**src/rtl/core/sfs_pkg.sv**
```systemverilog
// sfs_pkg: shared widths, request and mode codes, config and control structs
// for the sprite frame sequencer. No dependencies.

package sfs_pkg;

  // field and storage widths
  localparam int ACC_W      = 32;
  localparam int FRAME_W    = 8;
  localparam int MAX_FRAMES = 256;
  localparam int CNT_W      = 9;
  localparam int FT_W       = 16;
  localparam int COL_W      = 7;
  localparam int DIM_W      = 12;
  localparam int ORG_W      = 4;
  localparam int MODE_W     = 3;
  localparam int REQ_W      = 2;
  localparam int DELTA_W    = 16;
  localparam int RX_W       = 18;
  localparam int RY_W       = 20;
  localparam int OH_W       = 13;
  localparam int STEP_W     = $clog2(ACC_W);
  localparam int FIDX_W     = $clog2(FRAME_W);
  localparam int CFG_IDX_W  = 3;
  localparam int CFG_DATA_W = 16;

  // request codes
  localparam logic [REQ_W-1:0] REQ_TICK  = 2'd0;
  localparam logic [REQ_W-1:0] REQ_PLAY  = 2'd1;
  localparam logic [REQ_W-1:0] REQ_PAUSE = 2'd2;
  localparam logic [REQ_W-1:0] REQ_MODE  = 2'd3;

  // animation modes
  localparam logic [MODE_W-1:0] MODE_LOOP_FWD = 3'd0;
  localparam logic [MODE_W-1:0] MODE_LOOP_BWD = 3'd1;
  localparam logic [MODE_W-1:0] MODE_ONCE_FWD = 3'd2;
  localparam logic [MODE_W-1:0] MODE_ONCE_BWD = 3'd3;

  // config register indexes
  localparam logic [CFG_IDX_W-1:0] CFG_ENABLE       = 3'd0;
  localparam logic [CFG_IDX_W-1:0] CFG_FRAME_TIME   = 3'd1;
  localparam logic [CFG_IDX_W-1:0] CFG_FRAME_COUNT  = 3'd2;
  localparam logic [CFG_IDX_W-1:0] CFG_GRID_COLUMNS = 3'd3;
  localparam logic [CFG_IDX_W-1:0] CFG_FRAME_WIDTH  = 3'd4;
  localparam logic [CFG_IDX_W-1:0] CFG_FRAME_HEIGHT = 3'd5;
  localparam logic [CFG_IDX_W-1:0] CFG_ORIGIN_MODE  = 3'd6;

  typedef struct packed {
    logic               enable;
    logic [FT_W-1:0]    frame_time;
    logic [CNT_W-1:0]   frame_count;
    logic [COL_W-1:0]   grid_columns;
    logic [DIM_W-1:0]   frame_width;
    logic [DIM_W-1:0]   frame_height;
    logic [ORG_W-1:0]   origin_mode;
  } sfs_cfg_t;

  // controller to datapath
  typedef struct packed {
    logic              accept;
    logic              div_step;
    logic              update;
    logic              rect_step;
    logic              out_load;
    logic [STEP_W-1:0] step;
  } sfs_cmd_t;

  // datapath to controller
  typedef struct packed {
    logic adv_go;
  } sfs_stat_t;

endpackage

```
**src/rtl/core/sfs_ctrl.sv**
```systemverilog
// sfs_ctrl: item sequencing state machine and step counter.
// Depends on sfs_pkg for the command and status structs.

module sfs_ctrl (
  input  logic               clk,
  input  logic               rst,
  input  logic               in_valid,
  output logic               in_stall,
  output logic               out_valid,
  input  logic               out_stall,
  input  sfs_pkg::sfs_stat_t stat,
  output sfs_pkg::sfs_cmd_t  cmd
);

  typedef enum logic [4:0] {
    ST_IDLE = 5'b00001,
    ST_DIV  = 5'b00010,
    ST_UPD  = 5'b00100,
    ST_RECT = 5'b01000,
    ST_DONE = 5'b10000
  } state_t;

  localparam logic [sfs_pkg::STEP_W-1:0] LAST_DIV  =
    sfs_pkg::STEP_W'(sfs_pkg::ACC_W - 1);
  localparam logic [sfs_pkg::STEP_W-1:0] LAST_RECT =
    sfs_pkg::STEP_W'(sfs_pkg::FRAME_W - 1);

  state_t                      st, st_next;
  logic [sfs_pkg::STEP_W-1:0]  cnt, cnt_next;
  logic                        slot_free;

  assign in_stall  = (st != ST_IDLE);
  assign slot_free = !out_valid || !out_stall;

  // next state and commands
  always_comb begin
    st_next       = st;
    cnt_next      = cnt;
    cmd           = '0;
    cmd.step      = cnt;
    case (st)
      ST_IDLE: begin
        if (in_valid) begin
          cmd.accept = 1'b1;
          cnt_next   = '0;
          st_next    = stat.adv_go ? ST_DIV : ST_RECT;
        end
      end
      ST_DIV: begin
        cmd.div_step = 1'b1;
        if (cnt == LAST_DIV) begin
          cnt_next = '0;
          st_next  = ST_UPD;
        end else begin
          cnt_next = cnt + 1'b1;
        end
      end
      ST_UPD: begin
        cmd.update = 1'b1;
        st_next    = ST_RECT;
      end
      ST_RECT: begin
        cmd.rect_step = 1'b1;
        if (cnt == LAST_RECT) begin
          cnt_next = '0;
          st_next  = ST_DONE;
        end else begin
          cnt_next = cnt + 1'b1;
        end
      end
      ST_DONE: begin
        if (slot_free) begin
          cmd.out_load = 1'b1;
          st_next      = ST_IDLE;
        end
      end
      default: begin
        st_next  = ST_IDLE;
        cnt_next = '0;
      end
    endcase
  end

  // state, counter and output valid
  always_ff @(posedge clk) begin
    if (rst) begin
      st        <= ST_IDLE;
      cnt       <= '0;
      out_valid <= 1'b0;
    end else begin
      st  <= st_next;
      cnt <= cnt_next;
      if (cmd.out_load) begin
        out_valid <= 1'b1;
      end else if (!out_stall) begin
        out_valid <= 1'b0;
      end
    end
  end

  // update only follows a full division
  a_upd_after_div: assert property (@(posedge clk) disable iff (rst)
    (st == ST_UPD) |-> ($past(st) == ST_DIV && $past(cnt) == LAST_DIV))
    else $error("update entered without a full division");

  // counter rests at zero between items
  a_idle_cnt: assert property (@(posedge clk) disable iff (rst)
    (st == ST_IDLE) |-> (cnt == '0))
    else $error("step counter not cleared in idle");

  // a loaded result is presented
  a_load_valid: assert property (@(posedge clk) disable iff (rst)
    cmd.out_load |=> out_valid)
    else $error("result loaded but not presented");

endmodule

```
**src/rtl/core/sfs_datapath.sv**
```systemverilog
// sfs_datapath: animation state, serial divider with running modulo,
// grid divider and result registers. Depends on sfs_pkg.

module sfs_datapath (
  input  logic                            clk,
  input  logic                            rst,
  input  sfs_pkg::sfs_cfg_t               cfg,
  input  logic [sfs_pkg::REQ_W-1:0]       req_type,
  input  logic [sfs_pkg::DELTA_W-1:0]     delta_ms,
  input  logic [sfs_pkg::MODE_W-1:0]      anim_mode,
  input  logic                            pause_flag,
  input  sfs_pkg::sfs_cmd_t               cmd,
  output sfs_pkg::sfs_stat_t              stat,
  output logic [sfs_pkg::FRAME_W-1:0]     frame_index,
  output logic [sfs_pkg::RX_W-1:0]        rect_x,
  output logic [sfs_pkg::RY_W-1:0]        rect_y,
  output logic [sfs_pkg::OH_W-1:0]        origin_x_half,
  output logic [sfs_pkg::OH_W-1:0]        origin_y_half,
  output logic                            playing
);

  localparam int AW = sfs_pkg::ACC_W;
  localparam int FW = sfs_pkg::FRAME_W;
  localparam int NW = sfs_pkg::CNT_W;
  localparam int TW = sfs_pkg::FT_W;
  localparam int CW = sfs_pkg::COL_W;

  // animation state
  logic [AW-1:0]               acc;
  logic [FW-1:0]               frame_cur;
  logic [sfs_pkg::MODE_W-1:0]  mode_cur;
  logic                        play_on;
  logic                        paused;

  // divider and modulo working registers
  logic [AW-1:0]               dvd;
  logic [TW-1:0]               rem;
  logic [NW-1:0]               qm;
  logic [NW-1:0]               fm;
  logic [CW-1:0]               rr;
  logic [FW-1:0]               rq;

  logic [NW-1:0]               n_eff;
  logic [TW-1:0]               ft_eff;
  logic [CW-1:0]               cols_eff;
  logic [AW:0]                 acc_sum;
  logic [AW-1:0]               acc_sat;
  logic [sfs_pkg::FIDX_W-1:0]  fidx;

  // effective config values
  always_comb begin
    if (cfg.frame_count == '0) begin
      n_eff = NW'(1);
    end else if (cfg.frame_count > NW'(sfs_pkg::MAX_FRAMES)) begin
      n_eff = NW'(sfs_pkg::MAX_FRAMES);
    end else begin
      n_eff = cfg.frame_count;
    end
  end
  assign ft_eff   = (cfg.frame_time == '0) ? TW'(1) : cfg.frame_time;
  assign cols_eff = (cfg.grid_columns == '0) ? CW'(1) : cfg.grid_columns;

  // saturating accumulate and advance decision
  assign acc_sum     = {1'b0, acc} + (AW+1)'(delta_ms);
  assign acc_sat     = acc_sum[AW] ? '1 : acc_sum[AW-1:0];
  assign stat.adv_go = cfg.enable && (req_type == sfs_pkg::REQ_TICK) && !paused &&
                       (acc_sat >= AW'(ft_eff));

  // frame bit fed msb first by the step counter
  assign fidx = sfs_pkg::FIDX_W'(FW - 1) - cmd.step[sfs_pkg::FIDX_W-1:0];

  // restoring division step, quotient reduced mod n on the fly
  logic [TW:0]   rem_sh;
  logic          qbit;
  logic [NW:0]   qm_sh;
  logic [NW:0]   fm_sh;
  logic          fm_active;
  always_comb begin
    rem_sh    = {rem, dvd[AW-1]};
    qbit      = (rem_sh >= {1'b0, ft_eff});
    qm_sh     = {qm, qbit};
    fm_sh     = {fm, frame_cur[fidx]};
    fm_active = (cmd.step < sfs_pkg::STEP_W'(FW));
  end

  // grid division step
  logic [CW:0] rr_sh;
  logic        rbit;
  always_comb begin
    rr_sh = {rr, frame_cur[fidx]};
    rbit  = (rr_sh >= {1'b0, cols_eff});
  end

  // frame advance by quotient
  logic [NW:0]   sum_loop;
  logic [NW:0]   dif_loop;
  logic [AW:0]   sum_once;
  logic [FW-1:0] dif_once;
  logic [FW-1:0] frame_upd;
  logic          play_upd;
  always_comb begin
    sum_loop  = {1'b0, fm} + {1'b0, qm};
    dif_loop  = (fm >= qm) ? ({1'b0, fm} - {1'b0, qm})
                           : ({1'b0, fm} + {1'b0, n_eff} - {1'b0, qm});
    sum_once  = {1'b0, dvd} + (AW+1)'(frame_cur);
    dif_once  = frame_cur - dvd[FW-1:0];
    frame_upd = frame_cur;
    play_upd  = play_on;
    if (play_on) begin
      case (mode_cur)
        sfs_pkg::MODE_LOOP_FWD: begin
          frame_upd = (sum_loop >= {1'b0, n_eff}) ? FW'(sum_loop - {1'b0, n_eff})
                                                  : FW'(sum_loop);
        end
        sfs_pkg::MODE_LOOP_BWD: begin
          frame_upd = FW'(dif_loop);
        end
        sfs_pkg::MODE_ONCE_FWD: begin
          if (sum_once >= (AW+1)'(n_eff)) begin
            frame_upd = FW'(n_eff - 1'b1);
            play_upd  = 1'b0;
          end else begin
            frame_upd = sum_once[FW-1:0];
          end
        end
        sfs_pkg::MODE_ONCE_BWD: begin
          if (dvd > AW'(frame_cur) || {1'b0, dif_once} >= n_eff) begin
            frame_upd = '0;
            play_upd  = 1'b0;
          end else begin
            frame_upd = dif_once;
          end
        end
        default: begin
          frame_upd = frame_cur;
        end
      endcase
    end
  end

  // origin anchor in half pixels
  logic [sfs_pkg::OH_W-1:0] ox, oy;
  always_comb begin
    case (cfg.origin_mode) inside
      4'd1, 4'd4, 4'd7: ox = sfs_pkg::OH_W'(cfg.frame_width);
      4'd2, 4'd5, 4'd8: ox = {cfg.frame_width, 1'b0};
      default:          ox = '0;
    endcase
    case (cfg.origin_mode) inside
      [4'd3:4'd5]: oy = sfs_pkg::OH_W'(cfg.frame_height);
      [4'd6:4'd8]: oy = {cfg.frame_height, 1'b0};
      default:     oy = '0;
    endcase
  end

  // rectangle products
  logic [CW+sfs_pkg::DIM_W-1:0] px;
  logic [FW+sfs_pkg::DIM_W-1:0] py;
  assign px = rr * cfg.frame_width;
  assign py = rq * cfg.frame_height;

  // animation state registers
  always_ff @(posedge clk) begin
    if (rst) begin
      acc       <= '0;
      frame_cur <= '0;
      mode_cur  <= sfs_pkg::MODE_LOOP_FWD;
      play_on   <= 1'b0;
      paused    <= 1'b0;
    end else if (cmd.accept && cfg.enable) begin
      case (req_type)
        sfs_pkg::REQ_TICK: begin
          acc <= acc_sat;
        end
        sfs_pkg::REQ_PLAY: begin
          mode_cur <= anim_mode;
          play_on  <= 1'b1;
          acc      <= '0;
          if (anim_mode == sfs_pkg::MODE_LOOP_BWD || anim_mode == sfs_pkg::MODE_ONCE_BWD) begin
            frame_cur <= FW'(n_eff - 1'b1);
          end else begin
            frame_cur <= '0;
          end
        end
        sfs_pkg::REQ_PAUSE: begin
          paused <= pause_flag;
        end
        sfs_pkg::REQ_MODE: begin
          mode_cur <= anim_mode;
        end
        default: begin
          acc <= acc;
        end
      endcase
    end else if (cmd.update) begin
      acc       <= '0;
      frame_cur <= frame_upd;
      play_on   <= play_upd;
    end
  end

  // working registers
  always_ff @(posedge clk) begin
    if (cmd.accept) begin
      dvd <= acc_sat;
      rem <= '0;
      qm  <= '0;
      fm  <= '0;
      rr  <= '0;
    end else if (cmd.div_step) begin
      dvd <= {dvd[AW-2:0], qbit};
      rem <= qbit ? TW'(rem_sh - {1'b0, ft_eff}) : rem_sh[TW-1:0];
      qm  <= (qm_sh >= {1'b0, n_eff}) ? NW'(qm_sh - {1'b0, n_eff}) : qm_sh[NW-1:0];
      if (fm_active) begin
        fm <= (fm_sh >= {1'b0, n_eff}) ? NW'(fm_sh - {1'b0, n_eff}) : fm_sh[NW-1:0];
      end
    end else if (cmd.rect_step) begin
      rr <= rbit ? CW'(rr_sh - {1'b0, cols_eff}) : rr_sh[CW-1:0];
      rq <= {rq[FW-2:0], rbit};
    end
  end

  // result registers
  always_ff @(posedge clk) begin
    if (cmd.out_load) begin
      frame_index   <= frame_cur;
      rect_x        <= px[sfs_pkg::RX_W-1:0];
      rect_y        <= py[sfs_pkg::RY_W-1:0];
      origin_x_half <= ox;
      origin_y_half <= oy;
      playing       <= play_on;
    end
  end

endmodule

```
**src/rtl/core/sprite_frame_sequencer.sv**
```systemverilog
// sprite_frame_sequencer: top level with config registers, controller and datapath.
// Depends on sfs_pkg, sfs_ctrl and sfs_datapath.
// A tick that advances the frame runs 32 serial divide steps, one update, 8 grid
// divide steps and one load; any other item skips the divide and update, and the
// load waits while the output stalls. One item is in work at a time; the next is
// taken once the result sits in the output register. Reset (synchronous, active
// high) loads config defaults and clears only the control and animation state.

module sprite_frame_sequencer (
  input  logic                              clk,
  input  logic                              rst,
  input  logic                              in_valid,
  output logic                              in_stall,
  input  logic [sfs_pkg::REQ_W-1:0]         req_type,
  input  logic [sfs_pkg::DELTA_W-1:0]       delta_ms,
  input  logic [sfs_pkg::MODE_W-1:0]        anim_mode,
  input  logic                              pause_flag,
  output logic                              out_valid,
  input  logic                              out_stall,
  output logic [sfs_pkg::FRAME_W-1:0]       frame_index,
  output logic [sfs_pkg::RX_W-1:0]          rect_x,
  output logic [sfs_pkg::RY_W-1:0]          rect_y,
  output logic [sfs_pkg::OH_W-1:0]          origin_x_half,
  output logic [sfs_pkg::OH_W-1:0]          origin_y_half,
  output logic                              playing,
  input  logic                              cfg_valid,
  output logic                              cfg_ready,
  input  logic [sfs_pkg::CFG_IDX_W-1:0]     cfg_index,
  input  logic [sfs_pkg::CFG_DATA_W-1:0]    cfg_data
);

  sfs_pkg::sfs_cfg_t  cfg;
  sfs_pkg::sfs_cmd_t  cmd;
  sfs_pkg::sfs_stat_t stat;

  assign cfg_ready = 1'b1;

  // config registers
  always_ff @(posedge clk) begin
    if (rst) begin
      cfg.enable       <= 1'b1;
      cfg.frame_time   <= sfs_pkg::FT_W'(100);
      cfg.frame_count  <= sfs_pkg::CNT_W'(1);
      cfg.grid_columns <= sfs_pkg::COL_W'(1);
      cfg.frame_width  <= sfs_pkg::DIM_W'(16);
      cfg.frame_height <= sfs_pkg::DIM_W'(16);
      cfg.origin_mode  <= '0;
    end else if (cfg_valid && cfg_ready) begin
      case (cfg_index)
        sfs_pkg::CFG_ENABLE:       cfg.enable       <= cfg_data[0];
        sfs_pkg::CFG_FRAME_TIME:   cfg.frame_time   <= cfg_data[sfs_pkg::FT_W-1:0];
        sfs_pkg::CFG_FRAME_COUNT:  cfg.frame_count  <= cfg_data[sfs_pkg::CNT_W-1:0];
        sfs_pkg::CFG_GRID_COLUMNS: cfg.grid_columns <= cfg_data[sfs_pkg::COL_W-1:0];
        sfs_pkg::CFG_FRAME_WIDTH:  cfg.frame_width  <= cfg_data[sfs_pkg::DIM_W-1:0];
        sfs_pkg::CFG_FRAME_HEIGHT: cfg.frame_height <= cfg_data[sfs_pkg::DIM_W-1:0];
        sfs_pkg::CFG_ORIGIN_MODE:  cfg.origin_mode  <= cfg_data[sfs_pkg::ORG_W-1:0];
        default:                   cfg.enable       <= cfg.enable;
      endcase
    end
  end

  // sequencing
  sfs_ctrl u_ctrl (
    .clk       (clk),
    .rst       (rst),
    .in_valid  (in_valid),
    .in_stall  (in_stall),
    .out_valid (out_valid),
    .out_stall (out_stall),
    .stat      (stat),
    .cmd       (cmd)
  );

  // arithmetic and state
  sfs_datapath u_dp (
    .clk           (clk),
    .rst           (rst),
    .cfg           (cfg),
    .req_type      (req_type),
    .delta_ms      (delta_ms),
    .anim_mode     (anim_mode),
    .pause_flag    (pause_flag),
    .cmd           (cmd),
    .stat          (stat),
    .frame_index   (frame_index),
    .rect_x        (rect_x),
    .rect_y        (rect_y),
    .origin_x_half (origin_x_half),
    .origin_y_half (origin_y_half),
    .playing       (playing)
  );

endmodule
```
**config.mk**
```make
export PLATFORM = sky130hd
export DESIGN_NAME = sprite_frame_sequencer
export DESIGN_NICKNAME = d
export VERILOG_FILES = /design/src/rtl/core/sfs_pkg.sv /design/src/rtl/core/sfs_ctrl.sv /design/src/rtl/core/sfs_datapath.sv /design/src/rtl/core/sprite_frame_sequencer.sv
export SDC_FILE = /design/constraint.sdc
export NUM_CORES = 1
export LEC_CHECK = 0
export BUFFER_PORTS_ARGS = -buffer_cell sky130_fd_sc_hd__clkbuf_2
export CORE_ASPECT_RATIO = 0.6
export CORE_MARGIN = 2
export CORE_UTILIZATION = 30
export DETAILED_ROUTE_END_ITERATION = 10
export PLACE_DENSITY_LB_ADDON = 0.12
export SYNTH_ARGS = -nofsm -noshare
export SYNTH_HDL_FRONTEND = slang
export SYNTH_SLANG_ARGS = --single-unit
```
**constraint.sdc**
```tcl
create_clock -name clk -period 6.6 [get_ports clk]
set_input_delay 0.66 -clock clk [delete_from_list [all_inputs] [get_ports clk]]
set_output_delay 0.66 -clock clk [all_outputs]
set_load 0.02 [all_outputs]
```
# Word-level counts from Yosys, hierarchy flattened
# Index checks and enable logic that the tools add are counted.
[totals]
ff_bits = 271
in_bits = 46
output_inout_bits = 76
wordCells = 204
[op_classes]
add_sub_neg = 15
mul = 2
magnitude_cmp = 17
n_eq_ne = 35
mux = 56
bitwise = 5
reduce_logical = 45
[ops]
columns = ["operator", "count"]
rows = [
  ["$mux W32", 5],
  ["$mux W8", 9],
  ["$pmux W32 S2", 1],
  ["$mux W12", 4],
  ["$mux W9", 4],
  ["$mux W5", 7],
  ["$add A32 B16 Y33", 1],
  ["$add A32 B8 Y33", 1],
  ["$ge A33 B9 Y1", 1],
  ["$ge A32 B16 Y1", 1],
  ["$gt A32 B8 Y1", 1],
  ["$mux W16", 2],
  ["$pmux W8 S4", 1],
  ["$sub A8 B8 Y8", 4],
  ["$ge A10 B9 Y1", 3],
  ["$reduce_and A2 Y1", 14],
  ["$pmux W5 S5", 1],
  ["$mul A8 B12 Y20", 1],
  ["$pmux W5 S4", 1],
  ["$mul A7 B12 Y18", 1],
  ["$sub A9 B9 Y9", 2],
  ["$ge A17 B16 Y1", 1],
  ["$logic_not A16 Y1", 1],
  ["$mux W1", 16],
  ["54 further kinds", 92],
]

# Depth between registers and ports, before layout
[logic_depth]
word_depth = 10
ltp_mapped = 24
ltp_nobuf = 24

# Cells and area by module
# Synthesis repeated with hierarchy kept, for this count alone.
[hier_totals]
hier_cells = 2660
area_unflattened_um2 = 23616.4
[by_module_without_submodules]
columns = ["mod", "instances", "cells_each", "area_per_inst_um2", "seq_area_each_um2"]
rows = [
  ["sfs_datapath", 1, 2353, 20427.1, 5114.9],
  ["sprite_frame_sequencer", 1, 234, 2551.2, 1221.2],
  ["sfs_ctrl", 1, 73, 638.1, 220.2],
]

# Least setup slack after synthesis
# OpenSTA, ideal clock, no wires.
[synth_timing]
path_kind = "in2reg"
from = "input port delta_ms[0] (netlist bit)"
to = "register u_ctrl.st[1]"
setup_ns = 0.131
arrival_time_ns = 4.862
required_ns = 6.469
path_slack_ns = 1.607
stages = 20
path_buffers = 3
path_cell_list = "ha_1 -> fa_1 -> a211oi_1 -> o21ai_0 -> a21oi_1 -> o21ai_0 -> clkbuf_1 -> nand3_1 -> clkbuf_1 -> clkbuf_1 -> nand2_1 -> ha_1 -> a2111oi_0 -> o211ai_1 -> nand4_1 -> a21oi_1 -> or3_1 -> nor4_1 -> and4_1 -> nor3_1"
[synth_between]
elab_chain_cells = 7
[synth_rtl]
columns = ["item", "line", "source"]
rows = [
  ["start: declaration", "sprite_frame_sequencer.sv:15", "input logic [sfs_pkg::DELTA_W-1:0] delta_ms,"],
  ["$add A32 B16 Y33", "sfs_datapath.sv:64", "assign acc_sum = {1'b0, acc} + (AW+1)'(delta_ms);"],
  ["$mux W32", "sfs_datapath.sv:65", "assign acc_sat = acc_sum[AW] ? '1 : acc_sum[AW-1:0];"],
  ["$ge A32 B16 Y1", "sfs_datapath.sv:67", "(acc_sat >= AW'(ft_eff));"],
  ["$logic_and A1 B1 Y1", "sfs_datapath.sv:66", "assign stat.adv_go = cfg.enable && (req_type == sfs_pkg::REQ_TICK) && !paused &&"],
  ["$mux W4", "sfs_ctrl.sv:46", "st_next = stat.adv_go ? ST_DIV : ST_RECT;"],
  ["$mux W5", "sfs_ctrl.sv:43", "if (in_valid) begin"],
  ["$pmux W5 S5", "sfs_ctrl.sv:41", "case (st)"],
  ["end signal: assignment", "sfs_ctrl.sv:91", "st <= st_next;"],
  ["end: declaration", "sfs_ctrl.sv:28", "state_t st, st_next;"],
]
# No other way between the ends. The select of a mux whose other input is x is not followed.
# A chain may end at the register's enable or synchronous reset.

# Final worst setup path
[layout_timing]
from = "register u_dp.rr[2]"
to = "register u_dp.rect_x[16] (netlist bit) (data pin)"
[layout_between]
elab_chain_cells = 1
[layout_rtl]
columns = ["item", "line", "source"]
rows = [
  ["start: declaration", "sfs_datapath.sv:40", "logic [CW-1:0] rr;"],
  ["start signal: assignment", "sfs_datapath.sv:218", "rr <= rbit ? CW'(rr_sh - {1'b0, cols_eff}) : rr_sh[CW-1:0];"],
  ["$mul A7 B12 Y18", "sfs_datapath.sv:159", "assign px = rr * cfg.frame_width;"],
  ["via u_dp.px, one bit", "sfs_datapath.sv:157", "logic [CW+sfs_pkg::DIM_W-1:0] px;"],
  ["end signal: assignment", "sfs_datapath.sv:227", "rect_x <= px[sfs_pkg::RX_W-1:0];"],
  ["end: declaration", "sfs_datapath.sv:15", "output logic [sfs_pkg::RX_W-1:0] rect_x,"],
]
# The timed path passes the listed nets, and every way through them passes these cells.

==> results by group <==
Routing
  • Met3 wire length: 5037 um
  • Post-DR vias/cell: 5.202
  • Topmost layer with routed signal wires: met4
  • Vias: 19700
  • Metal2 WL: 28140 um
  • Drt first pass iters: 7
  • Detailed-route DRC error count: 0
  • Metal-1 WL: 42760 um
  • Antenna Nets Post-Route: 0
  • Post-Route WL: 76710 um
  • WL/cell: 20.26 um
  • Initial DRC count: 1873

Die
  • Site Rows: 79
  • Boundary pin count: 122
  • DIE AREA: 0.07981 mm2
  • Initial Utilization: 0.3015
  • Core ar.: 0.07710 mm2
  • Die width: 363.4 um
  • Die H: 219.6 um

Clock network
  • CTS resizes: 0
  • Worst skew pair latency: 580 ps
  • CTS Buf Count: 34
  • CTS tree: done
  • Sink Count: 271
  • Setup bufs post-CTS: 0
  • Hold Buf Count CTS: 0
  • Root Buffer: clkbuf_16
  • H-tree depth: 2
  • Reg clk slew, reported paths: 60 ps
  • CTS max path bufs: 3

Status
  • Run status: finished, final reports clean

Setup path
  • Cells on worst reg2reg path: 18
  • Crit end category: register
  • Crit path from: u_dp.rr[2]
  • WP data arrival: 5600 ps
  • Crit path required time: 6930 ps
  • Worst setup SP type: register
  • Worst r2r src: u_dp.rr[2]
  • Crit Path Max Fanout: 15
  • Setup CP Type: reg2reg

Yosys
  • Leading area contributor after synthesis: edfxtp_1
  • Count leader, synth: nand2_1
  • Post-synth cell types: 89
  • Synth area leaders: edfxtp_1, dfxtp_1, ha_1
  • Yosys reg bits: 271
  • Yosys warning count: 0
  • Area share of the largest cell type after synthesis: 0.1460
  • Average size of a mapped cell: 8.594 um2
  • Commonest cells in the netlist: nand2_1, inv_1, ha_1, nor2_1, a21oi_1
  • Post-synth EDFFs: 113
  • Ys async rst share: 0
  • Net Count, Synth: 3101
  • Sequential area share after synthesis: 0.2820
  • Cells after Synth: 2705
  • Post-Syn Area: 0.02325 mm2
  • Top_reg_cell synth: dfxtp_1

Layout
  • Layout cells sized above 1: 0.08580
  • Final Cell Area: 0.02586 mm2
  • Final Util: 0.3354
  • Fillers: 8059
  • FF+latch area: 0.006556 mm2
  • Layout Nets: 3146
  • Synthesis-to-finish area growth: 11.22%
  • Area of the multi-input gates: 0.01533 mm2
  • Fin cells: 3787

Pwr
  • Leak: 11.22 nW
  • Pwr Density: 193.2 mW/mm2
  • Maximum vdd ir drop: 0.1239 mV

Global routing
  • Antenna violations before repair: 4
  • First-pass GRT wire length: 117800 um
  • Number of global-route vias before repair: 18670
  • Grt total ovfl: 0
  • Pin count of the biggest net entering global routing: 82
  • All-Layer GR Usage: 0.1920

Timing
  • Relative slew slack: 0.2511
  • FMAX: 189.7 MHz
  • Worst Tran Pin Value: 1123 ps
  • Final hold viol count: 0
  • Final setup vio count: 0
  • Crit path time final: 5271 ps
  • Final TNS setup: 0 ps
  • RSZ-0062 raised after global routing: no
  • Tcrit/Tclk final: 0.7986
  • Fin. max-slew vios: 0
  • Clock skew: 33.27 ps

Worst hold path
  • Min-delay src: cfg_data[15]
  • Hold Crit Class: in2reg
  • Hold depth: 3

Job
  • Max cap viols: 0

Place
  • Detailed placement HPWL: 60020 um
  • Placed Cells: 3726
  • Placed cell area: 0.02479 mm2
  • Placer Congestion: 0.8930
  • Port-buffer cells: 120
## stage by stage
step / hold WS (ps) / setup slack (ps) / power (mW)
floorplan: 425.7 / 1607 / 2.748
global placement: 444.0 / 1138 / 3.127
detailed placement: 450.4 / 1078 / 3.136
CTS: 325.9 / 1247 / 5.052
global route: 343.8 / 925.3 / 5.268
finish: 353.4 / 1329 / 4.997
## power by group
group / total [mW] / switching (mW) / internal, mW
combinational: 1.14 / 0.724 / 0.419
clock: 1.87 / 0.826 / 1.05
sequential: 1.98 / 0.141 / 1.84
## cell usage in the layout (no fill, tap or decap), types with 12 or more instances in the layout
cell | netlist | layout
a22o_1 | 25 | 25
edfxtp_1 | 113 | 113
nor2_1 | 205 | 205
a21o_1 | 36 | 36
a22oi_1 | 29 | 29
nand4_1 | 32 | 32
nand2b_1 | 27 | 27
a31oi_1 | 27 | 27
nor4_1 | 18 | 18
o21ai_0 | 108 | 108
nand2_1 | 363 | 363
a211oi_1 | 29 | 29
or2_2 | 12 | 12
xnor2_1 | 84 | 84
mux2i_1 | 50 | 50
dfxtp_1 | 158 | 158
a21oi_1 | 188 | 187
fa_1 | 125 | 125
o21bai_1 | 19 | 18
nand3_1 | 59 | 59
buf_4 | 2 | 23
nor3_1 | 39 | 38
clkbuf_2 | 1 | 120
and2_1 | 88 | 88
ha_1 | 225 | 225
inv_1 | 229 | 229
clkbuf_16 | 0 | 35
or3_1 | 16 | 16
nor2b_1 | 28 | 27
o22ai_1 | 12 | 12
and3_1 | 22 | 21
xor2_1 | 35 | 35
## per-layer routing
| metal | vias to the layer above | track usage |
|---|---|---|
| met4 | 0 | 0.03112 |
| met2 | 510 | 0.2466 |
| li1 | 9491 | - |
| met3 | 56 | 0.03131 |
| met1 | 9644 | 0.3233 |
| met5 | - | 0 |
## registers in the layout, summed over array words and instances (netlist names), 3 cells and up
name                flops
u_dp.mode_cur           3
u_dp.rect_x            18
u_ctrl.st               5
u_dp.rq                 8
u_dp.rr                 7
u_dp.fm                 9
u_dp.qm                 9
u_dp.rem               16
u_dp.acc               32
u_dp.origin_x_half     13
u_dp.rect_y            20
u_dp.dvd               32
u_ctrl.cnt              5
cfg                    61
u_dp.origin_y_half     13
u_dp.frame_index        8
u_dp.frame_cur          8
## cell families (layout without fill, tap and decap cells)
group | count (synthesis) | in the layout | synth area share
other | 1 | 2 | 0.0001613
AOI/OAI and AO/OA | 590 | 590 | 0.1646
buffers and inverters | 364 | 433 | 0.05974
and+or+nand+nor | 952 | 952 | 0.1935
adders and majority gates | 350 | 350 | 0.2287
muxes | 58 | 58 | 0.02637
xor gates and xnor gates | 119 | 119 | 0.04483
DFF | 271 | 271 | 0.2820
## final cells by class
class / count / area share
antenna: 1 / 0.00009678
clock buffer: 47 / 0.03644
clock inverter: 13 / 0.004742
inverter: 231 / 0.03354
multi-input combinational: 2070 / 0.5929
sequential: 271 / 0.2536
tap: 1012 / 0.04897
timing repair buffer: 142 / 0.02971
## worst max-delay path: stages, from the launching register on
cell and delay, ps:
dfxtp_1 720, nand2_1 150, fa_1 530, inv_1 40
ha_1 260, inv_1 50, fa_1 500, fa_1 540
inv_1 40, ha_1 320, a21oi_1 220, o21bai_1 90
a21oi_1 230, o21bai_1 140, a41o_1 290, o41ai_1 470
o21bai_1 140, a21oi_1 190, xnor2_1 80
## path summary, 6_finish.rpt
path | end | slack (ps)
max reg2reg | u_dp.rect_x[16] | 1330
min | cfg[59] | 350
min reg2reg | u_dp.rem[15] | 460
max | u_dp.rect_x[16] | 1330
(Power assumes the default switching activity.)
